[src/design/alu8f_pkg.sv]
package alu8f_pkg;

   // Operation codes of the request transaction
   typedef enum logic [4:0] {
      ACT_ADD    = 5'd0,
      ACT_ADC    = 5'd1,
      ACT_SUB    = 5'd2,
      ACT_SBC    = 5'd3,
      ACT_AND    = 5'd4,
      ACT_XOR    = 5'd5,
      ACT_OR     = 5'd6,
      ACT_CP     = 5'd7,
      ACT_INC    = 5'd8,
      ACT_DEC    = 5'd9,
      ACT_DAA    = 5'd10,
      ACT_CPL    = 5'd11,
      ACT_CCF    = 5'd12,
      ACT_SCF    = 5'd13,
      ACT_RLCA   = 5'd14,
      ACT_RLA    = 5'd15,
      ACT_RRCA   = 5'd16,
      ACT_RRA    = 5'd17,
      ACT_RLC    = 5'd18,
      ACT_RL     = 5'd19,
      ACT_RRC    = 5'd20,
      ACT_RR     = 5'd21,
      ACT_SLA    = 5'd22,
      ACT_SRA    = 5'd23,
      ACT_SRL    = 5'd24,
      ACT_SWAP   = 5'd25,
      ACT_BIT    = 5'd26,
      ACT_SET    = 5'd27,
      ACT_RES    = 5'd28,
      ACT_ADD16  = 5'd29,
      ACT_ADD_SP = 5'd30
   } action_type;

   // Flag bit positions
   localparam int FLAG_Z = 3;
   localparam int FLAG_N = 2;
   localparam int FLAG_H = 1;
   localparam int FLAG_C = 0;

   // Decimal adjust constants
   localparam logic [7:0] DAA_LOW_ADJ  = 8'h06;
   localparam logic [7:0] DAA_HIGH_ADJ = 8'h60;
   localparam logic [7:0] DAA_BYTE_MAX = 8'h99;
   localparam logic [3:0] DAA_NIB_MAX  = 4'h9;

   typedef struct packed {
      action_type  action;
      logic [15:0] operand_a;
      logic [15:0] operand_b;
      logic [3:0]  flags_in;
      logic [2:0]  bit_index;
   } req_payload_type;

   typedef struct packed {
      logic [15:0] result;
      logic [3:0]  flags_out;
   } rsp_payload_type;

endpackage

[src/design/alu8f_core.sv]
module alu8f_core
   import alu8f_pkg::*;
(
   input  req_payload_type req_data,
   output rsp_payload_type rsp_data
);

   logic [7:0]  a;
   logic [7:0]  b;
   logic        cin;
   logic [3:0]  fin;
   logic        c;
   logic [8:0]  sum9;
   logic [4:0]  half5;
   logic [8:0]  diff9;
   logic [4:0]  hdiff5;
   logic [7:0]  res8;
   logic [7:0]  adj;
   logic        dcy;
   logic [7:0]  mask;
   logic [16:0] sum17;
   logic [12:0] sum13;
   logic [15:0] result;
   logic [3:0]  flags;

   assign a    = req_data.operand_a[7:0];
   assign b    = req_data.operand_b[7:0];
   assign fin  = req_data.flags_in;
   assign cin  = fin[FLAG_C];
   assign mask = 8'b1 << req_data.bit_index;

   // Shared carry-in for the add and subtract families
   always_comb begin
      c = 1'b0;
      if (req_data.action == ACT_ADC || req_data.action == ACT_SBC) begin
         c = cin;
      end
   end

   assign sum9   = {1'b0, a} + {1'b0, b} + {8'b0, c};
   assign half5  = {1'b0, a[3:0]} + {1'b0, b[3:0]} + {4'b0, c};
   assign diff9  = {1'b0, a} - {1'b0, b} - {8'b0, c};
   assign hdiff5 = {1'b0, a[3:0]} - {1'b0, b[3:0]} - {4'b0, c};
   assign sum17  = {1'b0, req_data.operand_a} + {1'b0, req_data.operand_b};
   assign sum13  = {1'b0, req_data.operand_a[11:0]} + {1'b0, req_data.operand_b[11:0]};

   // Decimal adjust amount and carry
   always_comb begin
      adj = 8'h00;
      dcy = cin;
      if (fin[FLAG_N]) begin
         if (fin[FLAG_H]) adj = adj + DAA_LOW_ADJ;
         if (cin) adj = adj + DAA_HIGH_ADJ;
      end else begin
         if (fin[FLAG_H] || (a[3:0] > DAA_NIB_MAX)) adj = adj + DAA_LOW_ADJ;
         if (cin || (a > DAA_BYTE_MAX)) begin
            adj = adj + DAA_HIGH_ADJ;
            dcy = 1'b1;
         end
      end
   end

   // Select the result and flags per operation
   always_comb begin
      res8   = 8'h00;
      result = req_data.operand_a;
      flags  = fin;
      case (req_data.action)
         ACT_ADD, ACT_ADC: begin
            res8   = sum9[7:0];
            result = {8'h00, res8};
            flags  = {res8 == 8'h00, 1'b0, half5[4], sum9[8]};
         end
         ACT_SUB, ACT_SBC, ACT_CP: begin
            res8  = diff9[7:0];
            flags = {res8 == 8'h00, 1'b1, hdiff5[4], diff9[8]};
            if (req_data.action != ACT_CP) result = {8'h00, res8};
         end
         ACT_AND: begin
            res8   = a & b;
            result = {8'h00, res8};
            flags  = {res8 == 8'h00, 1'b0, 1'b1, 1'b0};
         end
         ACT_XOR: begin
            res8   = a ^ b;
            result = {8'h00, res8};
            flags  = {res8 == 8'h00, 3'b000};
         end
         ACT_OR: begin
            res8   = a | b;
            result = {8'h00, res8};
            flags  = {res8 == 8'h00, 3'b000};
         end
         ACT_INC: begin
            res8   = a + 8'd1;
            result = {8'h00, res8};
            flags  = {res8 == 8'h00, 1'b0, a[3:0] == 4'hF, cin};
         end
         ACT_DEC: begin
            res8   = a - 8'd1;
            result = {8'h00, res8};
            flags  = {res8 == 8'h00, 1'b1, a[3:0] == 4'h0, cin};
         end
         ACT_DAA: begin
            res8   = fin[FLAG_N] ? (a - adj) : (a + adj);
            result = {8'h00, res8};
            flags  = {res8 == 8'h00, fin[FLAG_N], 1'b0, dcy};
         end
         ACT_CPL: begin
            res8   = ~a;
            result = {8'h00, res8};
            flags  = {fin[FLAG_Z], 1'b1, 1'b1, cin};
         end
         ACT_CCF: flags = {fin[FLAG_Z], 1'b0, 1'b0, ~cin};
         ACT_SCF: flags = {fin[FLAG_Z], 1'b0, 1'b0, 1'b1};
         ACT_RLCA, ACT_RLC: begin
            res8   = {a[6:0], a[7]};
            result = {8'h00, res8};
            flags  = {(req_data.action == ACT_RLC) && (res8 == 8'h00), 2'b00, a[7]};
         end
         ACT_RLA, ACT_RL: begin
            res8   = {a[6:0], cin};
            result = {8'h00, res8};
            flags  = {(req_data.action == ACT_RL) && (res8 == 8'h00), 2'b00, a[7]};
         end
         ACT_RRCA, ACT_RRC: begin
            res8   = {a[0], a[7:1]};
            result = {8'h00, res8};
            flags  = {(req_data.action == ACT_RRC) && (res8 == 8'h00), 2'b00, a[0]};
         end
         ACT_RRA, ACT_RR: begin
            res8   = {cin, a[7:1]};
            result = {8'h00, res8};
            flags  = {(req_data.action == ACT_RR) && (res8 == 8'h00), 2'b00, a[0]};
         end
         ACT_SLA: begin
            res8   = {a[6:0], 1'b0};
            result = {8'h00, res8};
            flags  = {res8 == 8'h00, 2'b00, a[7]};
         end
         ACT_SRA: begin
            res8   = {a[7], a[7:1]};
            result = {8'h00, res8};
            flags  = {res8 == 8'h00, 2'b00, a[0]};
         end
         ACT_SRL: begin
            res8   = {1'b0, a[7:1]};
            result = {8'h00, res8};
            flags  = {res8 == 8'h00, 2'b00, a[0]};
         end
         ACT_SWAP: begin
            res8   = {a[3:0], a[7:4]};
            result = {8'h00, res8};
            flags  = {res8 == 8'h00, 3'b000};
         end
         ACT_BIT: flags = {(a & mask) == 8'h00, 1'b0, 1'b1, cin};
         ACT_SET: begin
            res8   = a | mask;
            result = {8'h00, res8};
         end
         ACT_RES: begin
            res8   = a & ~mask;
            result = {8'h00, res8};
         end
         ACT_ADD16: begin
            result = sum17[15:0];
            flags  = {fin[FLAG_Z], 1'b0, sum13[12], sum17[16]};
         end
         ACT_ADD_SP: begin
            result = req_data.operand_a + {{8{b[7]}}, b};
            flags  = {2'b00, half5[4], sum9[8]};
         end
         default: begin
            result = req_data.operand_a;
            flags  = fin;
         end
      endcase
   end

   assign rsp_data.result    = result;
   assign rsp_data.flags_out = flags;

endmodule

[src/design/eight_bit_alu_with_flags_unit.sv]
// Stages: input register, then result register; the request is captured in the input register
// and the combinational ALU result is registered in the result register.
// Throughput: one transaction per cycle unless rsp_stall holds the result stage; the single ALU
// pass between the two registers sets this figure.
// Reset: synchronous, active high; clears both stage valid bits, payload registers hold.
module eight_bit_alu_with_flags_unit
   import alu8f_pkg::*;
(
   input  logic            clock,
   input  logic            reset,
   input  logic            req_valid,
   output logic            req_stall,
   input  req_payload_type req_data,
   output logic            rsp_valid,
   input  logic            rsp_stall,
   output rsp_payload_type rsp_data
);

   logic            s1_valid_ff;
   logic            s1_valid_in;
   req_payload_type s1_data_ff;
   logic            s2_valid_ff;
   logic            s2_valid_in;
   rsp_payload_type s2_data_ff;
   rsp_payload_type alu_out;
   logic            s2_load;
   logic            s1_load;

   // Advance when the stage ahead is empty or draining
   assign s2_load   = !s2_valid_ff || !rsp_stall;
   assign s1_load   = !s1_valid_ff || s2_load;
   assign req_stall = !s1_load;

   assign s1_valid_in = s1_load ? req_valid : s1_valid_ff;
   assign s2_valid_in = s2_load ? s1_valid_ff : s2_valid_ff;

   // Control registers
   always_ff @(posedge clock) begin
      if (reset) begin
         s1_valid_ff <= 1'b0;
         s2_valid_ff <= 1'b0;
      end else begin
         s1_valid_ff <= s1_valid_in;
         s2_valid_ff <= s2_valid_in;
      end
   end

   // Capture the request transaction
   always_ff @(posedge clock) begin
      if (s1_load) s1_data_ff <= req_data;
   end

   alu8f_core u_core (
      .req_data (s1_data_ff),
      .rsp_data (alu_out)
   );

   // Hold the result until it is taken
   always_ff @(posedge clock) begin
      if (s2_load) s2_data_ff <= alu_out;
   end

   assign rsp_valid = s2_valid_ff;
   assign rsp_data  = s2_data_ff;

   // A full input stage moving forward must fill the result stage
   a_s1_to_s2: assert property (@(posedge clock) disable iff (reset)
      (s1_valid_ff && s2_load) |=> s2_valid_ff)
      else $error("result stage lost a transaction");

   // Stall only with a transaction waiting in the input stage
   a_stall_cause: assert property (@(posedge clock) disable iff (reset)
      req_stall |-> (s1_valid_ff && s2_valid_ff && rsp_stall))
      else $error("request stalled without a full pipeline");

   // A stalled result must not be overwritten
   a_rsp_hold: assert property (@(posedge clock) disable iff (reset)
      (s2_valid_ff && rsp_stall) |=> (s2_valid_ff && $stable(s2_data_ff)))
      else $error("stalled result changed");

endmodule
[config.mk]
export PLATFORM = sky130hd
export DESIGN_NAME = eight_bit_alu_with_flags_unit
export DESIGN_NICKNAME = d
export VERILOG_FILES = /design/src/design/alu8f_pkg.sv /design/src/design/alu8f_core.sv /design/src/design/eight_bit_alu_with_flags_unit.sv
export SDC_FILE = /design/constraint.sdc
export NUM_CORES = 1
export LEC_CHECK = 0
export ABC_AREA = 1
export BUFFER_PORTS_ARGS = -buffer_cell sky130_fd_sc_hd__clkbuf_2
export CAP_MARGIN = 20
export CORE_AREA = 3 3 147 149
export CTS_BUF_LIST = sky130_fd_sc_hd__clkbuf_8
export DETAILED_ROUTE_END_ITERATION = 7
export DIE_AREA = 0 0 150 152
export PLACE_DENSITY_LB_ADDON = 0.15
export SLEW_MARGIN = 15
export SYNTH_ARGS = -nofsm -noshare
export SYNTH_HDL_FRONTEND = slang
export SYNTH_SLANG_ARGS = --single-unit
[constraint.sdc]
create_clock -name clock -period 4.9 [get_ports clock]
set_clock_uncertainty 0.2 [all_clocks]
set_input_delay 0.49 -clock clock [delete_from_list [all_inputs] [get_ports clock]]
set_output_delay 0.49 -clock clock [all_outputs]
set_load 0.005 [all_outputs]
## Yosys cells after proc, flatten, opt, wreduce, memory -nomap -nowiden

Index checks and enable logic that the tools add are counted.

- $add $sub $neg: 17
- $lt $le $gt $ge: 2
- Eq/ne operators: 32
- Shifts and indexed selects: 1
- Multiplexer cells: 14
- Bitwise gates (word level): 9
- Reductions and logical operators: 38

Operators with widths:

| operator | number |
|---|---|
| $pmux 16 s21 | 1 |
| $logic_not 8->1 | 15 |
| $pmux 4 s22 | 1 |
| $eq 5x5->1 const B | 15 |
| $mux 8 | 6 |
| $eq 5x4->1 const B | 8 |
| $and 8x8->8 | 3 |
| $eq 5x3->1 const B | 4 |
| $add 16x16->17 | 1 |
| $add 16x16->16 | 1 |
| $add 8x7->8 const B | 2 |
| $mux 16 | 1 |
| $not 8->8 | 2 |
| $or 8x8->8 | 2 |
| $logic_not 7->1 | 2 |
| $add 12x12->13 | 1 |
| $eq 5x2->1 const B | 2 |
| $reduce_or 2->1 | 5 |
| $add 8x8->9 | 1 |
| $add 9x1->9 | 1 |
| $sub 8x8->9 | 1 |
| $sub 9x1->9 | 1 |
| $add 8x1->8 const B | 1 |
| $add 8x8->8 | 1 |
| 22 further kinds | 35 |

- Register bits: 66
- Input bits: 48
- Output and inout port bits: 22
- Logic and storage cells: 122

## Logic depth before layout (Yosys ltp)

Gate-level depths: netlist (run 1).

- Depth after elaboration: 11
- Gate-level depth with buffers: 24
- Mapped depth without buffers: 23

## Hierarchy

From an unflattened synthesis (run 1), not the netlist that was laid out.

- Cells, all modules: 1060
- Area total of the unflattened synthesis: 6986.7 µm²

Modules (own cells, without submodules):

| module | instances | cells each | area an instance (µm²) |
|---|---|---|---|
| alu8f_core | 1 | 987 | 4986.0 |
| eight_bit_alu_with_flags_unit | 1 | 73 | 2000.7 |

## Least setup slack after synthesis (run 1)

OpenSTA, ideal clock, no wires.

- Path type: register -> register
- From: register s1_data_ff[24] (netlist bit)
- To: register s2_data_ff (netlist bit rsp_data[3]), data pin
- Library setup time: 260 ps
- Arrival: 3001 ps
- Data required time: 4440 ps
- Setup slack: 1439 ps
- Cell stages (with the launch flop): 22
- Path buffers: 1
- Path through: edfxtp_1 -> buf_6 -> inv_1 -> ha_1 -> a21oi_1 -> a31oi_1 -> inv_1 -> ha_1 -> nand2_1 -> nand2_1 -> ha_1 -> nand2_1 -> inv_1 -> nand4_1 -> nand3_1 -> nand2_1 -> nand2_1 -> nor2_1 -> nand3_1 -> nand2_1 -> nor2_1 -> nand3_1

RTL lines:

| item | line | source |
|---|---|---|
| start, declared | eight_bit_alu_with_flags_unit.sv:21 | `req_payload_type s1_data_ff;` |
| start signal, assigned | eight_bit_alu_with_flags_unit.sv:50 | `if (s1_load) s1_data_ff <= req_data;` |
| end signal, assigned | eight_bit_alu_with_flags_unit.sv:60 | `if (s2_load) s2_data_ff <= alu_out;` |
| end, declared | eight_bit_alu_with_flags_unit.sv:24 | `rsp_payload_type s2_data_ff;` |

==> results of run 1 <==
## metrics by stage
step,hold slack (ns),area [µm²],setup WS (ns),util
6_report,0.0644,8060,0.897,0.397
3_3_place_gp,0.241,7820,0.999,0.385
3_5_place_dp,0.242,7820,1.01,0.385
5_1_grt,0.0606,8060,0.735,0.397
2_1_floorplan,0.230,7150,1.44,-
4_1_cts,0.0553,8040,0.985,0.396
## layer usage
metal	wire [µm]	part of all wire
met4	1120	0.041
met2	12300	0.45
met1	11900	0.43
met3	2130	0.077
met5	0	0
## cell usage after synthesis, drive strengths merged
| cell type | n |
|---|---|
| nand3 | 115 |
| nand2 | 267 |
| buf | 17 |
| nor3 | 20 |
| o21ai | 54 |
| o2bb2ai | 1 |
| o21bai | 11 |
| nor4 | 2 |
| ha | 59 |
| nand3b | 5 |
| fa | 5 |
| dfxtp | 2 |
| a22oi | 2 |
| a211oi | 2 |
| o221ai | 2 |
| clkbuf | 2 |
| a21oi | 64 |
| edfxtp | 64 |
| a21o | 2 |
| or2 | 4 |
| nand4 | 21 |
| xor2 | 12 |
| o211ai | 9 |
| a31o | 1 |
| a21boi | 1 |
| o22ai | 18 |
| xnor2 | 9 |
| nor2 | 125 |
| inv | 127 |
| a31oi | 5 |
| nor3b | 2 |
| o21a | 2 |
| and3 | 1 |
| clkinv | 3 |
## worst max-delay path, delay by kind of cell (launching register included)
family                     cells  cell delay (ns)
and+or+nand+nor                9             1.15
adders and majority gates      2             0.72
buffers and inverters          3             0.64
AOI/OAI and AO/OA              2             0.43
DFF                            1             0.40
xor gates and xnor gates       1             0.20
## path summary, 6_finish.rpt
path | startpoint | end | slack [ns] | depth (start not counted)
max | s1_data_ff[23] | rsp_data[8] | 0.90 | 17
min | req_data[35] | s1_data_ff[35] | 0.06 | 1
max reg2reg | s1_data_ff[23] | rsp_data[8] | 0.90 | 17
min reg2reg | s1_valid_ff | rsp_valid | 0.26 | 2
## power groups by stage
stage / clock [mW] / sequential, mW / combinational [mW]
after CTS: 0.572 / 0.733 / 0.712
after global routing: 0.594 / 0.738 / 0.803
final: 0.557 / 0.732 / 0.723
after floorplan: 0 / 0.729 / 0.476
after detailed placement: 0 / 0.746 / 0.709
after global placement: 0 / 0.746 / 0.715
## flip-flops by register name, summed over array words and instances (netlist names)
signal	count
s1_data_ff	44
rsp_data	20
rsp_valid	1
s1_valid_ff	1
## cell usage in the layout (no fill, tap or decap), drive strengths merged, types with 4 or more instances in the layout
master	Yosys	layout
a21oi	64	64
a31oi	5	5
buf	17	16
clkbuf	2	78
clkinv	3	5
edfxtp	64	64
fa	5	5
ha	59	59
inv	127	130
nand2	267	267
nand3	115	115
nand3b	5	5
nand4	21	21
nor2	125	125
nor3	20	20
o211ai	9	9
o21ai	54	54
o21bai	11	11
o22ai	18	18
or2	4	4
xnor2	9	9
xor2	12	12
## layout make-up
class                   instances  area [µm²]  area share
inverters                     130         493      0.0612
clock buffers                   9         124      0.0154
flip-flops and latches         66        1960       0.244
well taps                     270         338      0.0419
repair buffers                 85         478      0.0593
clock inverters                 7        93.8      0.0116
multi-input cells             821        4570       0.567
## cell families after synthesis
kind of cell / Yosys count / synth area share
AO/OA/AOI/OAI: 174 / 0.141
buffers and inverters: 149 / 0.0868
flip-flops: 66 / 0.274
XOR/XNOR: 21 / 0.0257
adder cells (fa/ha/maj): 64 / 0.117
AND/OR/NAND/NOR: 562 / 0.355
==> flow_summary.toml, run 1 <==
[synthesis]
syn_area_um2 = 7150
synth_cells = 1036
yosysTopAreaCellShare = 0.269
yosysTopAreaCell = "edfxtp_1"
avgSynthCellArea_um2 = 6.90
syn_nets = 1148
ys_ff_latch = 66
yosysSeqAreaShare = 0.274
yosys.cell_types.count = 51
synth_area_leaders = "edfxtp_1 27%, nand2_1 13%, ha_1 10%, nand3_1 7.6%, nor2_1 6.1%"
ys_warn_count = 0

[floorplan]
fp.dieH_um = 152
io_pins = 70
start_util = 0.352
fp.dieW_um = 150
core_area_um2 = 20300
rows = 52
dieArea_um2 = 22800

[setup_path]
slowest_stage = "inv_1"
crit_top_cell = "nand2_1"
crit_chain = "inv_1, ha_1, a21oi_1, a31oi_1, inv_1, nand2_1, ha_1, nand2_1, nand2_1, inv_1, nand2_1, xnor2_1, nor2_1, nor3_1, nand3_1, nor2_1, nand3_1"
start_kind = "register"
cp.required_ns = 4.81
endpoint_kind = "register"
max_stage_delay_ns = 0.45
critical_path_arrival_ns = 3.92
critical_path_class = "reg -> reg"
crit_fanout = 14

[power]
seqPwrFrac = 0.364
clockPowerShare = 0.277
p_leak_nw = 3.88
ir_worst_vdd_mv = 0.128
p_int_mw = 1.22
powerDensity_nw_per_um2 = 250
p_sw_mw = 0.795
power.total_mw = 2.01
switching_share = 0.395
power_frac_comb = 0.359

[global_routing]
grt_max_degree = 46
globalRouteOverflowTotal = 0
top_usage_layer = "met2"
gr-usage-met3 = 0.0402
antenna_found_initial = 0
grt_pass1_vias = 7214
grt_pass1_wl_um = 42600
grt_usage = 0.243
grt_use_met1 = 0.339
use_met2 = 0.378

[sta]
period_needed_ns = 4.00
setup_viol = 0
post-route-period-util = 0.817
drv_slew = 0
max_slew_margin = 0.527
rsz0062_at_grt = "false"
finalSetupTns_ns = 0
worst_slew_pin_slew_ns = 0.705
hold_violations = 0
fmax_ghz = 0.250

[drt]
vias = 7649
first_iter_violations = 747
ant_nets = 0
vias_per_cell = 5.51
drc = 0
wl_per_cell_um = 19.8
wirelength_um = 27500
drtPass1Iterations = 5

[place]
dp_hpwl_um = 21500
gp_congestion = 0.987
numPortBuffers = 69
dp_cells = 1371

[cts]
numCtsBuffers = 9
cts_resized = 0
h-tree-depth = 3
cts_tree = "yes"
cts_hold_buf = 0
insertion_delay_ns = 0.38
path_clk_slew_ns = 0.10
clk_path_buf_depth = 2
cts.sinks = 66
post_cts_buffers = 0
clock-root-buffer = "clkbuf_8"

[status]
status = "finished clean"

[flow_run]
max_cap_violations = 0

[layout]
num-fill-cells = 2204
area_growth_pct = 12.7
nNetsFinal = 1225
final-instance-count-excl-fill = 1388
diodes = 0
drive_above_1_share = 0.133

[hold_path]
holdCritPathClass = "in -> reg"
(Power assumes the default switching activity.)
==> run 2: changes to the inputs <==
==> constraint.sdc (replaced) <==
create_clock -name clock -period 4.1 [get_ports clock]
set_clock_uncertainty 0.2 [all_clocks]
set_input_delay 0.41 -clock clock [delete_from_list [all_inputs] [get_ports clock]]
set_output_delay 0.41 -clock clock [all_outputs]
set_load 0.005 [all_outputs]
==> run 2 against run 1 <==
  * Final cell count is 3.0% higher
  * Worst hold slack got worse by 0.051 ns
  * Sequential share of layout area down 1.1 points
  * Non-clock buffer count grew 41
  * Critical path type unchanged
  * Largest cell class unchanged
==> flow_summary.toml, run 2 (same netlist as run 1, synthesis figures left out) <==
[setup_path]
crit_chain = "nor2_2, inv_1, nor3_1, buf_4, fa_1, ha_1, o21ai_0, nand2_1, nand2_1, nor2_1, o21ai_0, nand2_1, nand2_1, nor2_1, nand2_1, nand3_1"
crit_top_cell = "nand2_1"
slowest_stage = "edfxtp_1"
crit_fanout = 9
r2r_cells = 16
critical_path_class = "reg -> reg"
start_kind = "register"
endpoint_kind = "register"
critical_path_arrival_ns = 3.74
cp.required_ns = 4.03
r2r-start = "s1_data_ff[42]"
r2r_end = "rsp_data[3]"
reg2reg_slack_ns = 0.29
max_stage_delay_ns = 0.57

[layout]
largest_reg_flops = 44
final_util = 0.415
seqCellArea_um2 = 1960
diodes = 0
drive_above_1_share = 0.135
num-fill-cells = 2192
multi_input_comb_area_um2 = 4570
final_cell_mix = "253 x nand2_1, 117 x nor2_1, 114 x inv_1, 109 x nand3_1, 69 x clkbuf_2"
final_common_cell = "nand2_1"
area_growth_pct = 18.0
regMostFlops = "s1_data_ff"
nNetsFinal = 1266

[floorplan]
dieArea_um2 = 22800
io_pins = 70
start_util = 0.352
core_area_um2 = 20300
fp.dieH_um = 152
rows = 52
fp.dieW_um = 150

[drt]
drc = 0
first_iter_violations = 664
vias_per_cell = 5.40
wirelength_um = 27800
vias = 7720
ant_nets = 0
wl_per_cell_um = 19.5
drtPass1Iterations = 6

[flow_run]
max_cap_violations = 0

[cts]
clk_path_buf_depth = 2
path_clk_slew_ns = 0.08
insertion_delay_ns = 0.38
numCtsBuffers = 9
cts_tree = "yes"
clock-root-buffer = "clkbuf_8"
h-tree-depth = 3
cts.sinks = 66

[hold_path]
holdCritPathClass = "in -> reg"
hp-start = "req_data[41]"
min_path_cells = 1
hold_path_end = "s1_data_ff[41]"

[sta]
setup_viol = 0
rsz0062_at_grt = "false"
post-route-period-util = 0.930
fin_ws_ns = 0.285
worst_slew_pin_slew_ns = 0.758
max_slew_margin = 0.489
finalSetupTns_ns = 0
fmax_ghz = 0.262
drv_slew = 0
hold_violations = 0
period_needed_ns = 3.81

[global_routing]
globalRouteOverflowTotal = 0
grt_pass1_vias = 7562
antenna_found_initial = 0
grt_pass1_wl_um = 43100
grt_max_degree = 46
grt_usage = 0.245

[power]
ir_worst_vdd_mv = 0.131
p_leak_nw = 4.04
powerDensity_nw_per_um2 = 281

[place]
dp_hpwl_um = 21800
dp_worst_setup_slack_ns = 0.423
numPortBuffers = 69
gp_congestion = 1.01

[status]
status = "finished clean"
run 2: per-stage QoR:
stage / hold WS [ns] / cells / total power, mW / area (µm²)
floorplan: 0.230 / 1036 / 1.44 / 7150
global placement: 0.239 / 1377 / 1.75 / 7860
detailed placement: 0.245 / 1377 / 1.75 / 7860
CTS: 0.000434 / 1428 / 2.38 / 8410
global route: 0.00637 / 1429 / 2.52 / 8430
finish: 0.0131 / 1429 / 2.37 / 8430
run 2: final cells by class:
class,instances,area share
clock buffer,9,0.0147
tap,270,0.0401
inverter,130,0.0584
timing repair buffer,126,0.104
multi-input combinational,821,0.541
sequential,66,0.233
clock inverter,7,0.00920
run 2: what timing repair did:
| action | in CTS | in global routing |
|---|---|---|
| buffers inserted | 0 | 0 |
| hold endpoints to repair | 36 | 0 |
| hold buffers | 35 | 0 |
| resized for setup | 0 | 0 |
run 2: routing by layer:
metal	part of all wire	routed length [µm]	vias to the layer above	global-route usage
met1	0.44	12100	3591	0.327
met5	0	0	-	0
met4	0.041	1140	0	0.104
met3	0.067	1860	64	0.0369
li1	-	-	3749	-
met2	0.46	12700	316	0.393
run 2: where the power goes:
part           internal, mW  switching, mW  total [mW]
Sequential            0.819         0.0505       0.869
Clock                 0.285          0.312       0.597
Combinational         0.319          0.584       0.902
Total                  1.42          0.946        2.37
run 2: critical path: cells and delay by family (launching register included):
family	cells	cell delay [ns]
AO/OA/AOI/OAI	2	0.40
AND/OR/NAND/NOR	10	1.45
buffers and inverters	2	0.32
adder cells (fa/ha/maj)	2	0.63
flip-flops	1	0.57
run 2: how the worst max path moves through the flow:
stage	start	to
final	s1_data_ff[42]	rsp_data[3]
after detailed placement	s1_data_ff[42]	rsp_data[11]
after global placement	s1_data_ff[42]	rsp_data[3]
after CTS	s1_data_ff[42]	rsp_data[11]
after global routing	s1_data_ff[42]	rsp_data[11]
after floorplan	s1_data_ff[24]	rsp_data[3]
